File: config.mk
export PLATFORM = sky130hd
export DESIGN_NAME = btpc_alu
export DESIGN_NICKNAME = d
export VERILOG_FILES = /design/src/rtl/btpc_alu.sv
export SDC_FILE = /design/constraint.sdc
export NUM_CORES = 1
export LEC_CHECK = 0
export BUFFER_PORTS_ARGS = -buffer_cell sky130_fd_sc_hd__buf_2
export CAP_MARGIN = 20
export CORE_ASPECT_RATIO = 1.25
export CORE_MARGIN = 2
export CORE_UTILIZATION = 60
export CTS_BUF_LIST = sky130_fd_sc_hd__clkbuf_8
export DETAILED_ROUTE_END_ITERATION = 12
export PLACE_DENSITY = 0.85
export SYNTH_ARGS = -nofsm -noshare
export SYNTH_HDL_FRONTEND = slang
export SYNTH_SLANG_ARGS = --single-unit
File: constraint.sdc
create_clock -name clk -period 9.55 [get_ports clk]
set_clock_uncertainty 0.2 [all_clocks]
set_input_delay 0.4775 -clock clk [delete_from_list [all_inputs] [get_ports clk]]
set_output_delay 0.4775 -clock clk [all_outputs]
set_load 0.05 [all_outputs]
File: src/rtl/btpc_alu.sv
// Shared 32x32 multiplier with arithmetic or logical shift, registered result.
module btpc_alu (
	input  logic        clk,
	input  logic [31:0] a,
	input  logic [31:0] b,
	input  logic [4:0]  sh,
	input  logic        lsr,
	output logic [31:0] y_q
);
	logic [31:0] prod;

	always_comb begin
		prod = a * b;
	end

	always_ff @(posedge clk) begin
		y_q <= lsr ? (prod >> sh) : 32'($signed(prod) >>> sh);
	end
endmodule

==> run summary, run 1 <==
critical path class - in2reg
IO buf count - 102
YS warnings - 0
post-CTS setup buffers - 0
Regs by FF count - y_q x32
largest family of logic cells by synthesized area - adder cells
CTS tree - done
clk slew on worst S/H paths - 0.07 ns
Synth Area per Inst - 8.82 um^2
Yosys top cell by area - fa_1
pins over their slew limit - 0
DR iter-0 viols - 1249
crit-path max FO - 23
cell with the most instances after synthesis - fa_1
Num CTS Buffers - 5
chip height - 201 um
H-tree depth - 2
number of synthesized register bits - 32
Netlist cell types - 69
status - finished clean
largest net degree at the start of global routing - 43
top cells by count, synth - fa_1, inv_1, and2_1
Reg with most FFs - y_q
min-delay worst type - in2reg
CTS Buffer Depth - 2
Setup Viol. Count Final - 0
sequential element share of the synthesized area - 3.44%
Vias/cell - 5.98
Post-Route WL - 53.9 mm
final worst-path cycle share - 89.5%
Final Hold Fails - 0
Required @ worst endpoint - 9.49 ns
Synth Area in Simple Gates - 19.0%
Startpoint Class - primary input
MaxCap Viol Count - 0
DRC - 0
Synth Area in XOR/XNOR - 4.02%
Crit. End Element - flop
Rows - 72
layout cells sized above 1 - 6.75%
Synth Cell Area - 18600 um^2
Final Critical Period - 8.54 ns
Slew HR - 40.0%
syn_nets - 2714
DP HPWL - 42.2 mm
Overflow after GRT - 0
starting density of the core - 60.6%
post-synthesis mux area share - 4.29%
Area Overhead vs Synth - 3.70%
via count of the routed design - 15000
ys async rst share - 0%
slew at the pin with the worst max-slew slack - 0.901 ns
Synth Instances - 2112
clock sink total - 32
number of synthesized flops with an enable pin - 0
max reg flops - 32
Area contributors post-synth - fa_1, and2_1, ha_1
TNS Setup - 0 ns
complex-gate fraction of the synthesized area - 6.81%
Routed Antenna Nets - 0
router iterations before antenna repair - 6
Routed WL per cell - 21.5 um
vias in the first global route - 16700
Die W - 162 um
DIE AREA - 32500 um^2
Synth Area in Adders - 52.1%
I/O pin count - 103
RSZ-0062 raised after global routing - false
FMAX - 117 MHz
Root Driver - clkbuf_8
Synth top area share - 43.9%
first-pass GRT wire length - 87.4 mm
Worst Path Arrival - 8.48 ns
initial antenna violation count - 2
Placer Congestion - 1.02
core area - 30700 um^2
Hold-fix buffers, CTS - 0
dominant synthesized flop cell - dfxtp_1
Resized Gates After CTS - 0
GRT Total Usage - 34.7%
final net count - 2705
final timing paths:
kind  slack (ns)  startpoint  cells past startpoint      end
min         0.40         lsr                      2  y_q[29]
max         1.01        a[9]                     28  y_q[20]
through the flow:
step,instances,hold WS [ns],cell area (um^2),setup WS (ns),utilization [%]
2_1_floorplan,2112,0.532,18600,1.53,-
3_3_place_gp,2503,0.694,19200,1.00,62.5
3_5_place_dp,2503,0.687,19200,0.858,62.5
4_1_cts,2511,0.388,19300,1.13,62.8
5_1_grt,2512,0.425,19300,0.687,62.8
6_report,2513,0.399,19300,1.01,62.9
layout by cell type, fill, tap and decap left out, types with 7 or more instances in the layout:
cell and n:
a211oi_1 23, nand2_1 278, mux2i_1 45, mux4_2 11, a31oi_1 10, a21oi_1 48
fa_1 408, nor3_1 12, nand4_1 7, xor2_1 22, and2_1 315, dfxtp_1 32
mux2_2 9, ha_1 123, inv_1 386, nor2_1 49, buf_2 102, nand3_1 9
o21ai_0 43, xnor2_1 59, o211ai_1 10
per-layer routing:
layer / up-vias / routed length (um) / GRT usage (%)
met5: - / 10 / 0
met4: 2 / 3530 / 19.4
met3: 260 / 3950 / 4.69
met2: 785 / 27600 / 62.2
met1: 7572 / 18800 / 39.5
li1: 6402 / - / -
critical path, stage by stage:
cell and delay [ns]:
buf_2 0.52, nand2_1 0.19, fa_1 0.45, inv_1 0.07
fa_1 0.43, fa_1 0.51, inv_1 0.05, fa_1 0.47
inv_1 0.05, fa_1 0.50, inv_1 0.06, fa_1 0.53
inv_1 0.05, fa_1 0.49, fa_1 0.42, ha_1 0.40
a21oi_1 0.31, o21ai_0 0.22, a22oi_1 0.35, and3b_1 0.23
a211oi_1 0.07, a211oi_1 0.27, xor2_1 0.10, buf_4 0.21
mux4_2 0.55, or3_1 0.33, o21ai_1 0.08, a21oi_1 0.08
cells by family (layout without fill, tap and decap cells):
family / Yosys count / after routing
flip-flops: 32 / 32
buffers and inverters: 508 / 500
other: 0 / 2
AO/OA/AOI/OAI: 195 / 195
adder cells (fa/ha/maj): 531 / 531
XOR/XNOR: 83 / 83
multiplexers: 65 / 65
AND/OR/NAND/NOR: 698 / 698
layout make-up:
| class | instances | area, um^2 |
|---|---|---|
| Tap cell | 407 | 509 |
| Clock buffer | 5 | 68.8 |
| Fill cell | 2584 | 11400 |
| Multi-Input combinational cell | 1572 | 16100 |
| Inverter | 388 | 1460 |
| Timing Repair Buffer | 104 | 526 |
| Antenna cell | 2 | 5.00 |
| Clock inverter | 3 | 42.5 |
| Sequential cell | 32 | 641 |
Power of run 1 is not shown: default switching activity piles up to over one toggle a cycle in this logic, so the estimate is an artifact.
==> run 2: changes to the inputs <==
--- a/config.mk
+++ b/config.mk
@@ -9,10 +9,10 @@
 export CAP_MARGIN = 20
 export CORE_ASPECT_RATIO = 1.25
 export CORE_MARGIN = 2
-export CORE_UTILIZATION = 60
+export CORE_UTILIZATION = 50
 export CTS_BUF_LIST = sky130_fd_sc_hd__clkbuf_8
 export DETAILED_ROUTE_END_ITERATION = 12
-export PLACE_DENSITY = 0.85
+export PLACE_DENSITY = 0.73
 export SYNTH_ARGS = -nofsm -noshare
 export SYNTH_HDL_FRONTEND = slang
 export SYNTH_SLANG_ARGS = --single-unit
==> run summary, run 2 (synthesis gave the netlist of run 1 again) <==
Slew HR - 44.0% (was 40.0%)
Slowest-stage cell, CP - fa_1 (was mux4_2)
DP HPWL - 41.9 mm (was 42.2 mm)
post-CTS setup buffers - 0 (unchanged)
clock sink total - 32 (unchanged)
Rows - 79 (was 72)
DIE AREA - 38800 um^2 (was 32500 um^2)
chip height - 220 um (was 201 um)
Vias/cell - 5.67 (was 5.98)
Regs by FF count - y_q x32 (unchanged)
Routed WL per cell - 20.4 um (was 21.5 um)
layout cells sized above 1 - 6.79% (was 6.75%)
crit-path max FO - 24 (was 23)
critical path class - in2reg (unchanged)
Hold-fix buffers, CTS - 0 (unchanged)
initial antenna violation count - 1 (was 2)
Post-Route WL - 52.9 mm (was 53.9 mm)
Reg with most FFs - y_q (unchanged)
DR iter-0 viols - 943 (was 1249)
core area - 37000 um^2 (was 30700 um^2)
I/O pin count - 103 (unchanged)
Multi-input gate area - 16100 um^2 (unchanged)
final worst setup slack - 1.08 ns (was 1.01 ns)
DRC - 0 (unchanged)
RSZ-0062 raised after global routing - false (unchanged)
Placed Cells incl. Taps - 2585 (was 2503)
Num CTS Buffers - 5 (unchanged)
vias in the first global route - 16500 (was 16700)
status - finished clean (unchanged)
Worst Path Arrival - 8.45 ns (was 8.48 ns)
MaxCap Viol Count - 0 (unchanged)
slew at the pin with the worst max-slew slack - 0.839 ns (was 0.901 ns)
ANT cells - 0 (was 2)
commonest cells after routing, fill and taps aside - fa_1, inv_1, and2_1 (unchanged)
peak per-stage delay on the critical path - 0.58 ns (was 0.55 ns)
Root Driver - clkbuf_8 (unchanged)
CTS tree - done (unchanged)
largest net degree at the start of global routing - 43 (unchanged)
clk slew on worst S/H paths - 0.06 ns (was 0.07 ns)
min-delay worst type - in2reg (unchanged)
pre-CTS WS - 0.846 ns (was 0.858 ns)
TNS Setup - 0 ns (unchanged)
Layout Cells excl Fill - 2593 (was 2513)
IO buf count - 102 (unchanged)
Final Hold Fails - 0 (unchanged)
via count of the routed design - 14700 (was 15000)
Crit. End Element - flop (unchanged)
first-pass GRT wire length - 86.4 mm (was 87.4 mm)
fillers - 3406 (was 2584)
critical-path cell list - buf_2, nand2_1, fa_1, fa_1, fa_1, fa_1, inv_1, fa_1, fa_1, fa_1, fa_1, ha_1, nand4_1, nor3_1, a22oi_1, and3b_1, a211oi_1, a211oi_1, xor2_1, buf_4, mux4_2, mux2i_1, a21o_1, nand2_1
GRT Total Usage - 28.7% (was 34.7%)
pins over their slew limit - 0 (unchanged)
final worst-path cycle share - 88.7% (was 89.5%)
Placer Congestion - 0.915 (was 1.02)
Resized Gates After CTS - 0 (unchanged)
Register Area - 641 um^2 (unchanged)
final net count - 2708 (was 2705)
Final Critical Period - 8.47 ns (was 8.54 ns)
Setup Viol. Count Final - 0 (unchanged)
starting density of the core - 50.4% (was 60.6%)
commonest non-fill, non-tap cell in the layout - fa_1 (unchanged)
max reg flops - 32 (unchanged)
Final Util - 52.5% (was 62.9%)
Overflow after GRT - 0 (unchanged)
Routed Antenna Nets - 0 (unchanged)
Required @ worst endpoint - 9.52 ns (was 9.49 ns)
Die W - 177 um (was 162 um)
CTS Buffer Depth - 2 (unchanged)
router iterations before antenna repair - 5 (was 6)
Area Overhead vs Synth - 4.21% (was 3.70%)
Startpoint Class - primary input (unchanged)
FMAX - 118 MHz (was 117 MHz)
H-tree depth - 2 (unchanged)
Worst path most repeated cell - fa_1 (unchanged)
-- run 2: critical path: cells and delay by family --
kind            cells  cell delay (ns)
compound gates      4             0.65
xor+xnor            1             0.14
fa+ha+maj           9             4.65
buf+inv             3             0.74
mux                 2             0.90
simple gates        5             0.84
-- run 2: worst paths after layout --
check	from	end	slack, ns	depth (start not counted)
max	b[8]	y_q[16]	1.08	24
min	lsr	y_q[29]	0.42	2
-- run 2: metrics by stage --
step / hold WS [ns] / cell area [um^2]
global route: 0.418 / 19400
CTS: 0.407 / 19400
detailed placement: 0.701 / 19300
floorplan: 0.532 / 18600
finish: 0.416 / 19400
global placement: 0.688 / 19300
-- run 2: final cells by class --
| class | count | share of cell area [%] |
|---|---|---|
| Tap cell | 486 | 3.13 |
| Sequential cell | 32 | 3.30 |
| Multi-Input combinational cell | 1572 | 82.8 |
| Timing Repair Buffer | 107 | 2.82 |
| Clock buffer | 6 | 0.426 |
| Clock inverter | 2 | 0.0387 |
| Inverter | 388 | 7.51 |
-- run 2: per-layer routing --
layer | routed length, um | up-vias | track usage, %
met4 | 2840 | 0 | 13.2
met1 | 18900 | 7446 | 32.9
met3 | 3390 | 189 | 3.47
met5 | 0 | - | 0
li1 | - | 6407 | -
met2 | 27800 | 654 | 53.2
Power of run 2 is left out for the same reason.
