File: config.mk
export PLATFORM = sky130hd
export DESIGN_NAME = btpc_div
export DESIGN_NICKNAME = d
export VERILOG_FILES = /design/src/rtl/btpc_pkg.sv /design/src/rtl/btpc_div.sv
export SDC_FILE = /design/constraint.sdc
export NUM_CORES = 1
export LEC_CHECK = 0
export BUFFER_PORTS_ARGS = -buffer_cell sky130_fd_sc_hd__buf_2
export CORE_MARGIN = 10
export CORE_UTILIZATION = 50
export DETAILED_ROUTE_END_ITERATION = 10
export GPL_ROUTABILITY_DRIVEN = 0
export GPL_TIMING_DRIVEN = 0
export PLACE_DENSITY = 0.77
export SETUP_SLACK_MARGIN = 0.02
export SYNTH_ARGS = -nofsm -noshare
export SYNTH_HDL_FRONTEND = slang
export SYNTH_SLANG_ARGS = --single-unit
File: constraint.sdc
create_clock -name clk -period 4.76 [get_ports clk]
set_input_delay 0.476 -clock clk [delete_from_list [all_inputs] [get_ports clk]]
set_output_delay 0.476 -clock clk [all_outputs]
set_load 0.01 [all_outputs]
File: src/rtl/btpc_pkg.sv
// Shared types and constants for the barometer compensation block.
package btpc_pkg;
	localparam int unsigned WORD_W = 32;
	localparam int unsigned ADDR_W = 3;

	localparam logic [ADDR_W-1:0] REG_OSS    = 3'd0;
	localparam logic [ADDR_W-1:0] REG_AC1AC2 = 3'd1;
	localparam logic [ADDR_W-1:0] REG_AC3AC4 = 3'd2;
	localparam logic [ADDR_W-1:0] REG_AC5AC6 = 3'd3;
	localparam logic [ADDR_W-1:0] REG_B1B2   = 3'd4;
	localparam logic [ADDR_W-1:0] REG_MCMD   = 3'd5;
	localparam logic [ADDR_W-1:0] REG_WEIGHT = 3'd6;

	localparam logic [16:0] WEIGHT_RESET = 17'd6554;
	localparam logic [16:0] WEIGHT_ONE   = 17'd65536;

	localparam logic [31:0] C_4000  = 32'd4000;
	localparam logic [31:0] C_3038  = 32'd3038;
	localparam logic [31:0] C_M7357 = 32'hFFFF_E343;
	localparam logic [31:0] C_3791  = 32'd3791;
	localparam logic [31:0] C_50000 = 32'd50000;
	localparam logic [31:0] C_32768 = 32'd32768;

	typedef struct packed {
		logic [31:0] t;
		logic [31:0] p;
		logic        fault;
	} result_t;

	// divider handshake between the sequencer and the shared divider
	typedef struct packed {
		logic        start;
		logic        signed_op;
		logic [31:0] num;
		logic [31:0] den;
	} div_req_t;

	typedef struct packed {
		logic        done;
		logic [31:0] quo;
	} div_rsp_t;
endpackage

File: src/rtl/btpc_div.sv
// Shared restoring divider, one quotient bit per cycle, C-style truncation.
module btpc_div (
	input  logic               clk,
	input  logic               arst_n,
	input  btpc_pkg::div_req_t req,
	output btpc_pkg::div_rsp_t rsp
);
	logic        busy_q;
	logic [5:0]  cnt_q;
	logic [31:0] rem_q;
	logic [31:0] quo_q;
	logic [31:0] dvs_q;
	logic        neg_q;
	logic [31:0] num_abs;
	logic [31:0] den_abs;
	logic [32:0] trial;
	logic [32:0] shifted;

	always_comb begin
		num_abs = (req.signed_op && req.num[31]) ? (32'd0 - req.num) : req.num;
		den_abs = (req.signed_op && req.den[31]) ? (32'd0 - req.den) : req.den;
		shifted = {rem_q, quo_q[31]};
		trial   = shifted - {1'b0, dvs_q};
	end

	always_ff @(posedge clk or negedge arst_n) begin
		if (!arst_n) begin
			busy_q <= 1'b0;
			cnt_q  <= '0;
			rsp    <= '0;
		end else begin
			rsp.done <= 1'b0;
			if (req.start) begin
				busy_q <= 1'b1;
				cnt_q  <= 6'd32;
				rem_q  <= '0;
				quo_q  <= num_abs;
				dvs_q  <= den_abs;
				neg_q  <= req.signed_op && (req.num[31] ^ req.den[31]);
			end else if (busy_q) begin
				if (!trial[32]) begin
					rem_q <= trial[31:0];
					quo_q <= {quo_q[30:0], 1'b1};
				end else begin
					rem_q <= shifted[31:0];
					quo_q <= {quo_q[30:0], 1'b0};
				end
				cnt_q <= cnt_q - 6'd1;
				if (cnt_q == 6'd1) begin
					busy_q   <= 1'b0;
					rsp.done <= 1'b1;
					rsp.quo  <= neg_q ? (32'd0 - {quo_q[30:0], ~trial[32]})
						: {quo_q[30:0], ~trial[32]};
				end
			end
		end
	end
endmodule

==> flow_summary.json, run 1 <==
{
  "yosys.area.top_type": "edfxtp_1",
  "portBuffers": 100,
  "status": "finished, final reports clean",
  "yosys_warnings": 0,
  "grt_pass1_wl_um": 41500,
  "fp.coreArea_um2": 18100,
  "grt-ovfl-total": 0,
  "start_util": 0.514,
  "ff_latch_area_um2": 3910,
  "tns_ns": 0,
  "antenna_found_initial": 0,
  "synth_compound_area_frac": 0.194,
  "maxSlewViolCount": 0,
  "netlist_instances": 1028,
  "clkSlewWorstSetupHoldPaths_ns": 0.06,
  "fin_nets": 1256,
  "syn_to_final_growth_pct": 15.5,
  "cts_tree": "done",
  "synth_area_leaders": "edfxtp_1 (31%), dfrtp_1 (11%), xor2_1 (5.9%)",
  "min_path_type": "input port to async pin",
  "cts.path.max_buffers": 2,
  "synthMuxAreaShare": 0.0121,
  "crit_type": "flip-flop to flip-flop",
  "wl_per_cell_um": 18.6,
  "required_ns": 5.05,
  "ctsHtreeMaxLevel": 4,
  "fmax_mhz": 232,
  "io-pin-count": 101,
  "drtIter0Drc": 627,
  "critPathMaxFanout": 8,
  "endpoint_kind": "flip-flop",
  "worstPathArrival_ns": 4.60,
  "cp_cell_sequence": "ha_1, buf_2, nand4_1, nor4b_4, a21boi_0, a21boi_1, nor3_1, nor3b_1, clkbuf_8, ha_1, nand4_1, or2_2, clkbuf_1, o31ai_1, xor2_1, o21ai_0",
  "rsz0062_at_grt": "no",
  "synth_top_area_share": 0.312,
  "synth-seq-cells": 137,
  "hold_viol": 0,
  "syn-num-nets": 1134,
  "async_flop_share": 0.292,
  "synth_fa_ha_area_frac": 0.0518,
  "cp-start-kind": "flip-flop",
  "diodes": 0,
  "die_x_um": 157,
  "dp_hpwl_um": 19000,
  "maxSlewHeadroom": 0.391,
  "synth_ff_type": "edfxtp_1",
  "finalCritPeriodShare": 0.907,
  "grt_max_degree": 63,
  "clock_sinks": 137,
  "maxCapViolations": 0,
  "final_cell_mix": "nor2_1 (118), buf_2 (109), a21oi_1 (98), edfxtp_1 (97), nand2_1 (92)",
  "grt_pass1_vias": 8213,
  "pwr_density_cell_nw_per_um2": 478,
  "layout.cells.most_common": "nor2_1",
  "track_usage": 0.211,
  "drt_pass1_iterations": 5,
  "drt-total-wl_um": 25900,
  "cts_inserted_buffers": 17,
  "synth-simple-area-share": 0.168,
  "cts_root_buf": "clkbuf_16",
  "finalSetupViolations": 0,
  "crit_path_max_incr_delay_ns": 0.43,
  "synth.avg_cell_area_um2": 9.07,
  "die_area_um2": 24500,
  "synth_top_family_by_area": "compound AO/OA/AOI/OAI gates",
  "synth.distinct_cells": 66,
  "synth_xor_area_frac": 0.110,
  "drc_errors": 0,
  "postCtsHoldBufs": 0,
  "post_drt_via_cell_ratio": 5.96,
  "fillerInstances": 1588,
  "ant_nets": 0,
  "synth_enable_flop_cells": 97,
  "seq_area_frac_synth": 0.420,
  "row_count": 49,
  "fin_skew_ns": 0.00948,
  "power.leakage_nw": 4.47,
  "die_h_um": 157,
  "ir_drop_mv": 0.310,
  "insertion_delay_ns": 0.43,
  "vias": 8291,
  "fin_crit_ns": 4.32,
  "drive_above_1_share": 0.144,
  "multi_input_area_um2": 5020,
  "p_total_mw": 5.15,
  "netlist_area_um2": 9320,
  "tightest_slew_ns": 0.911,
  "critPathSlowestCell": "edfxtp_1",
  "final_util": 0.593
}
==> state kept, by name (all words and copies together), names as in the netlist <==
name,flops
rsp,33
cnt_q,6
busy_q,1
quo_q,32
neg_q,1
dvs_q,32
rem_q,32
==> worst paths after layout <==
check                                   startpoint                  end  slack, ns  cells after the start
min reg2reg                    rsp[18]$_DFFE_PN0P_  rsp[18]$_DFFE_PN0P_       0.48                      2
min                                         arst_n   rsp[6]$_DFFE_PN0P_       0.22                      2
max                        rem_q[26]$_SDFFCE_PP0P_  rsp[26]$_DFFE_PN0P_       0.44                     16
max reg2reg                rem_q[26]$_SDFFCE_PP0P_  rsp[26]$_DFFE_PN0P_       0.44                     16
min in group clk                            req[0]   dvs_q[0]$_DFFE_PP_       0.27                      1
max in group asynchronous                   arst_n  rsp[20]$_DFFE_PN0P_       4.27                      2
==> cells in the mapped netlist, drive strengths merged (2+ instances only) <==
library cell,instances
clkbuf,36
a31oi,7
edfxtp,97
nor2b,3
nand2b,11
a211oi,25
and3,8
nor3,23
nor2,119
nand2,92
xnor2,54
a41oi,4
ha,37
o21bai,4
o211ai,9
a211o,3
o31ai,20
nand3b,2
or3,9
mux2i,9
nand3,10
or2,3
dfrtp,40
o21a,2
a32oi,5
o41ai,12
a21boi,4
and2,6
xor2,63
nand4,5
nor4b,3
a21oi,98
inv,52
o21ai,79
a21o,14
mux2,2
or4,8
buf,15
nor4,14
nor3b,8
==> metrics by stage <==
step                      worst slack (ns)  hold WS [ns]  area [µm²]  cells
after floorplan                      0.956         0.180        9320   1028
after global placement               0.318         0.461       10100   1357
after detailed placement             0.207         0.466       10100   1358
after CTS                            0.135         0.218       10700   1390
after global routing                 0.132         0.222       10800   1392
final                                0.442         0.216       10800   1392
==> critical path, delay by kind of cell, from the launching register on <==
| kind | cells | cell delay [ns] |
|---|---|---|
| buffers and inverters | 3 | 0.57 |
| XOR/XNOR | 1 | 0.24 |
| flip-flops | 1 | 0.43 |
| adder cells (fa/ha/maj) | 2 | 0.54 |
| AND/OR/NAND/NOR | 6 | 1.50 |
| AO/OA/AOI/OAI | 4 | 0.90 |
==> power breakdown <==
group	total, mW	leakage, nW	switching [mW]	internal [mW]
sequential	1.79	1.47	0.203	1.58
clock	1.31	0.276	0.563	0.745
combinational	2.05	2.72	1.22	0.836
==> kinds of logic after synthesis <==
family,count (synthesis)
xor gates and xnor gates,117
AOI/OAI and AO/OA,294
DFF,137
buffers and inverters,104
adders and majority gates,38
and+or+nand+nor,327
muxes,11
==> final cells by class <==
class / instances / area share
Clock inverter: 14 / 0.0129
Buffer: 50 / 0.0199
Clock buffer: 18 / 0.0408
Multi-Input combinational cell: 787 / 0.466
Timing Repair Buffer: 104 / 0.0514
Sequential cell: 137 / 0.364
Inverter: 53 / 0.0185
Tap cell: 229 / 0.0266
==> timing repair <==
| action | in CTS | in global routing |
|---|---|---|
| endpoints found under the setup margin | 0 | 6 |
| endpoints found under the hold margin | 0 | 0 |
| resized for setup | 0 | 3 |
| setup buffers | 0 | 3 |
==> metal layers <==
metal	vias up	GRT usage	share of wire
li1	3945	-	-
met5	-	0	0
met3	45	0.0559	0.085
met4	0	0.0683	0.020
met2	367	0.340	0.47
met1	3934	0.270	0.43
Power figures use the tool's default switching activity.
==> run 2, diff against run 1 <==
--- a/config.mk
+++ b/config.mk
@@ -7,11 +7,11 @@
 export LEC_CHECK = 0
 export BUFFER_PORTS_ARGS = -buffer_cell sky130_fd_sc_hd__buf_2
 export CORE_MARGIN = 10
-export CORE_UTILIZATION = 50
+export CORE_UTILIZATION = 28
 export DETAILED_ROUTE_END_ITERATION = 10
 export GPL_ROUTABILITY_DRIVEN = 0
 export GPL_TIMING_DRIVEN = 0
-export PLACE_DENSITY = 0.77
+export PLACE_DENSITY = 0.51
 export SETUP_SLACK_MARGIN = 0.02
 export SYNTH_ARGS = -nofsm -noshare
 export SYNTH_HDL_FRONTEND = slang
==> run 2 against run 1 <==
Net effect: power rose by 0.28%; first-iteration DRC count fell by 11%; via count decreased by 4.0%; global-route usage is 7.6 points lower; die area increased by 67%; worst hold slack worse by 0.018 ns; sequential power is essentially flat; critical path type unchanged; critical endpoint unchanged; largest cell class unchanged; highest routed layer is now met5.
==> flow_summary.json, run 2 (synthesis results as in run 1) <==
{
  "grt_max_degree": 66,
  "die_area_um2": 41000,
  "fillerInstances": 3484,
  "instances_no_fill": 1602,
  "drt-total-wl_um": 27800,
  "cts_root_buf": "clkbuf_16",
  "drc_errors": 0,
  "largest_reg_flops": 33,
  "vias": 7958,
  "required_ns": 5.04,
  "fmax_mhz": 227,
  "regMostFlops": "rsp",
  "die_h_um": 202,
  "drive_above_1_share": 0.144,
  "place_ws_ns": 0.0190,
  "start_util": 0.285,
  "cellInternalPower_mw": 3.22,
  "crit_type": "flip-flop to flip-flop",
  "cts_inserted_buffers": 17,
  "seqPwrFrac": 0.344,
  "track_usage": 0.135,
  "dp_cells": 1571,
  "antenna_found_initial": 2,
  "critPathSlowestCell": "fa_1",
  "ff_latch_area_um2": 3910,
  "hold_viol": 0,
  "grt_pass1_vias": 7867,
  "endpoint_kind": "flip-flop",
  "dp_hpwl_um": 21600,
  "fin_skew_ns": 0.0126,
  "ir_drop_mv": 0.239,
  "cp-start-kind": "flip-flop",
  "finalSetupViolations": 0,
  "drtIter0Drc": 559,
  "status": "finished, final reports clean",
  "die_x_um": 202,
  "diodes": 0,
  "fp.coreArea_um2": 32700,
  "p_total_mw": 5.16,
  "clkSlewWorstSetupHoldPaths_ns": 0.06,
  "whs_ns": 0.198,
  "setup_slack_ns": 0.361,
  "grt-ovfl-total": 0,
  "clkPwrFrac": 0.264,
  "fin_nets": 1253,
  "maxSlewHeadroom": 0.388,
  "final_area_um2": 11000,
  "tns_ns": 0,
  "tightest_slew_ns": 0.915,
  "pwr_density_cell_nw_per_um2": 468,
  "insertion_delay_ns": 0.43,
  "wl_per_cell_um": 17.3,
  "cts_setup_buffers": 0,
  "final_cell_mix": "nor2_1 (118), buf_2 (109), a21oi_1 (98), edfxtp_1 (97), nand2_1 (92)",
  "cts.path.max_buffers": 2,
  "row_count": 66,
  "maxCapViolations": 0,
  "finalCritPeriodShare": 0.924,
  "worstPathArrival_ns": 4.68,
  "power.leakage_nw": 4.45,
  "syn_to_final_growth_pct": 18.4,
  "portBuffers": 100,
  "fin_crit_ns": 4.40,
  "maxSlewViolCount": 0,
  "final_util": 0.338,
  "min_path_type": "input port to async pin",
  "crit_path_max_incr_delay_ns": 0.40,
  "multi_input_area_um2": 5030,
  "cts_tree": "done",
  "path_common_cell": "ha_1",
  "grt_pass1_wl_um": 44000,
  "io-pin-count": 101,
  "ant_nets": 0,
  "clock_sinks": 137,
  "sw_frac_of_total": 0.376,
  "ctsHtreeMaxLevel": 4,
  "drt_pass1_iterations": 5,
  "critPathMaxFanout": 18,
  "layout.cells.most_common": "nor2_1",
  "place_area_um2": 10400,
  "post_drt_via_cell_ratio": 4.97,
  "p_comb_frac": 0.391,
  "cp_cell_sequence": "inv_1, ha_1, fa_1, nand2b_1, a21o_1, a211o_1, a21boi_4, nor3_1, nor3b_1, clkbuf_8, ha_1, nand4_1, or2_2, clkbuf_1, o31ai_1, xor2_1, o21ai_0",
  "rsz0062_at_grt": "no",
  "switchingPower_mw": 1.94
}
run 2: power by group through the flow:
stage	sequential (mW)	combinational, mW	clock, mW
floorplan	1.78	1.39	0
global placement	1.80	2.00	0
detailed placement	1.80	2.02	0
CTS	1.78	2.03	1.39
global route	1.81	2.29	1.44
finish	1.78	2.02	1.36
run 2: worst paths after layout:
| path | cells past startpoint | endpoint | slack (ns) | startpoint |
|---|---|---|---|---|
| hold / removal | 2 | cnt_q[3]$_DFFE_PN0N_ | 0.20 | arst_n |
| setup reg to reg | 17 | rsp[26]$_DFFE_PN0P_ | 0.36 | quo_q[31]$_DFFE_PP_ |
| hold reg to reg | 2 | rsp[6]$_DFFE_PN0P_ | 0.47 | rsp[6]$_DFFE_PN0P_ |
| max in group asynchronous | 2 | rsp[18]$_DFFE_PN0P_ | 4.27 | arst_n |
| setup / recovery | 17 | rsp[26]$_DFFE_PN0P_ | 0.36 | quo_q[31]$_DFFE_PP_ |
| min in group clk | 1 | dvs_q[0]$_DFFE_PP_ | 0.30 | req[0] |
run 2: worst max-delay path, delay by kind of cell, from the launching register on:
kind / cells / cell delay, ns
AOI/OAI and AO/OA: 5 / 1.22
and+or+nand+nor: 5 / 1.01
adders and majority gates: 3 / 0.89
buffers and inverters: 3 / 0.52
DFF: 1 / 0.37
xor gates and xnor gates: 1 / 0.24
run 2: cell type report:
| type | instances | area share |
|---|---|---|
| multi-input cells | 787 | 0.456 |
| flip-flops and latches | 137 | 0.355 |
| well taps | 442 | 0.0501 |
| repair buffers | 101 | 0.0481 |
| clock buffers | 17 | 0.0385 |
| plain buffers | 50 | 0.0194 |
| inverters | 53 | 0.0180 |
| clock inverters | 15 | 0.0159 |
run 2: metal layers:
| metal | up-vias | track usage | wire, µm |
|---|---|---|---|
| met5 | - | 0 | 34 |
| met4 | 4 | 0.0413 | 453 |
| met3 | 29 | 0.0221 | 1190 |
| met2 | 187 | 0.203 | 12200 |
| met1 | 3786 | 0.193 | 13900 |
| li1 | 3952 | - | - |
run 2: repair_timing:
action,CTS,global route
setup endpoints to repair,1,6
gates resized for setup,1,4
hold buffers,0,0
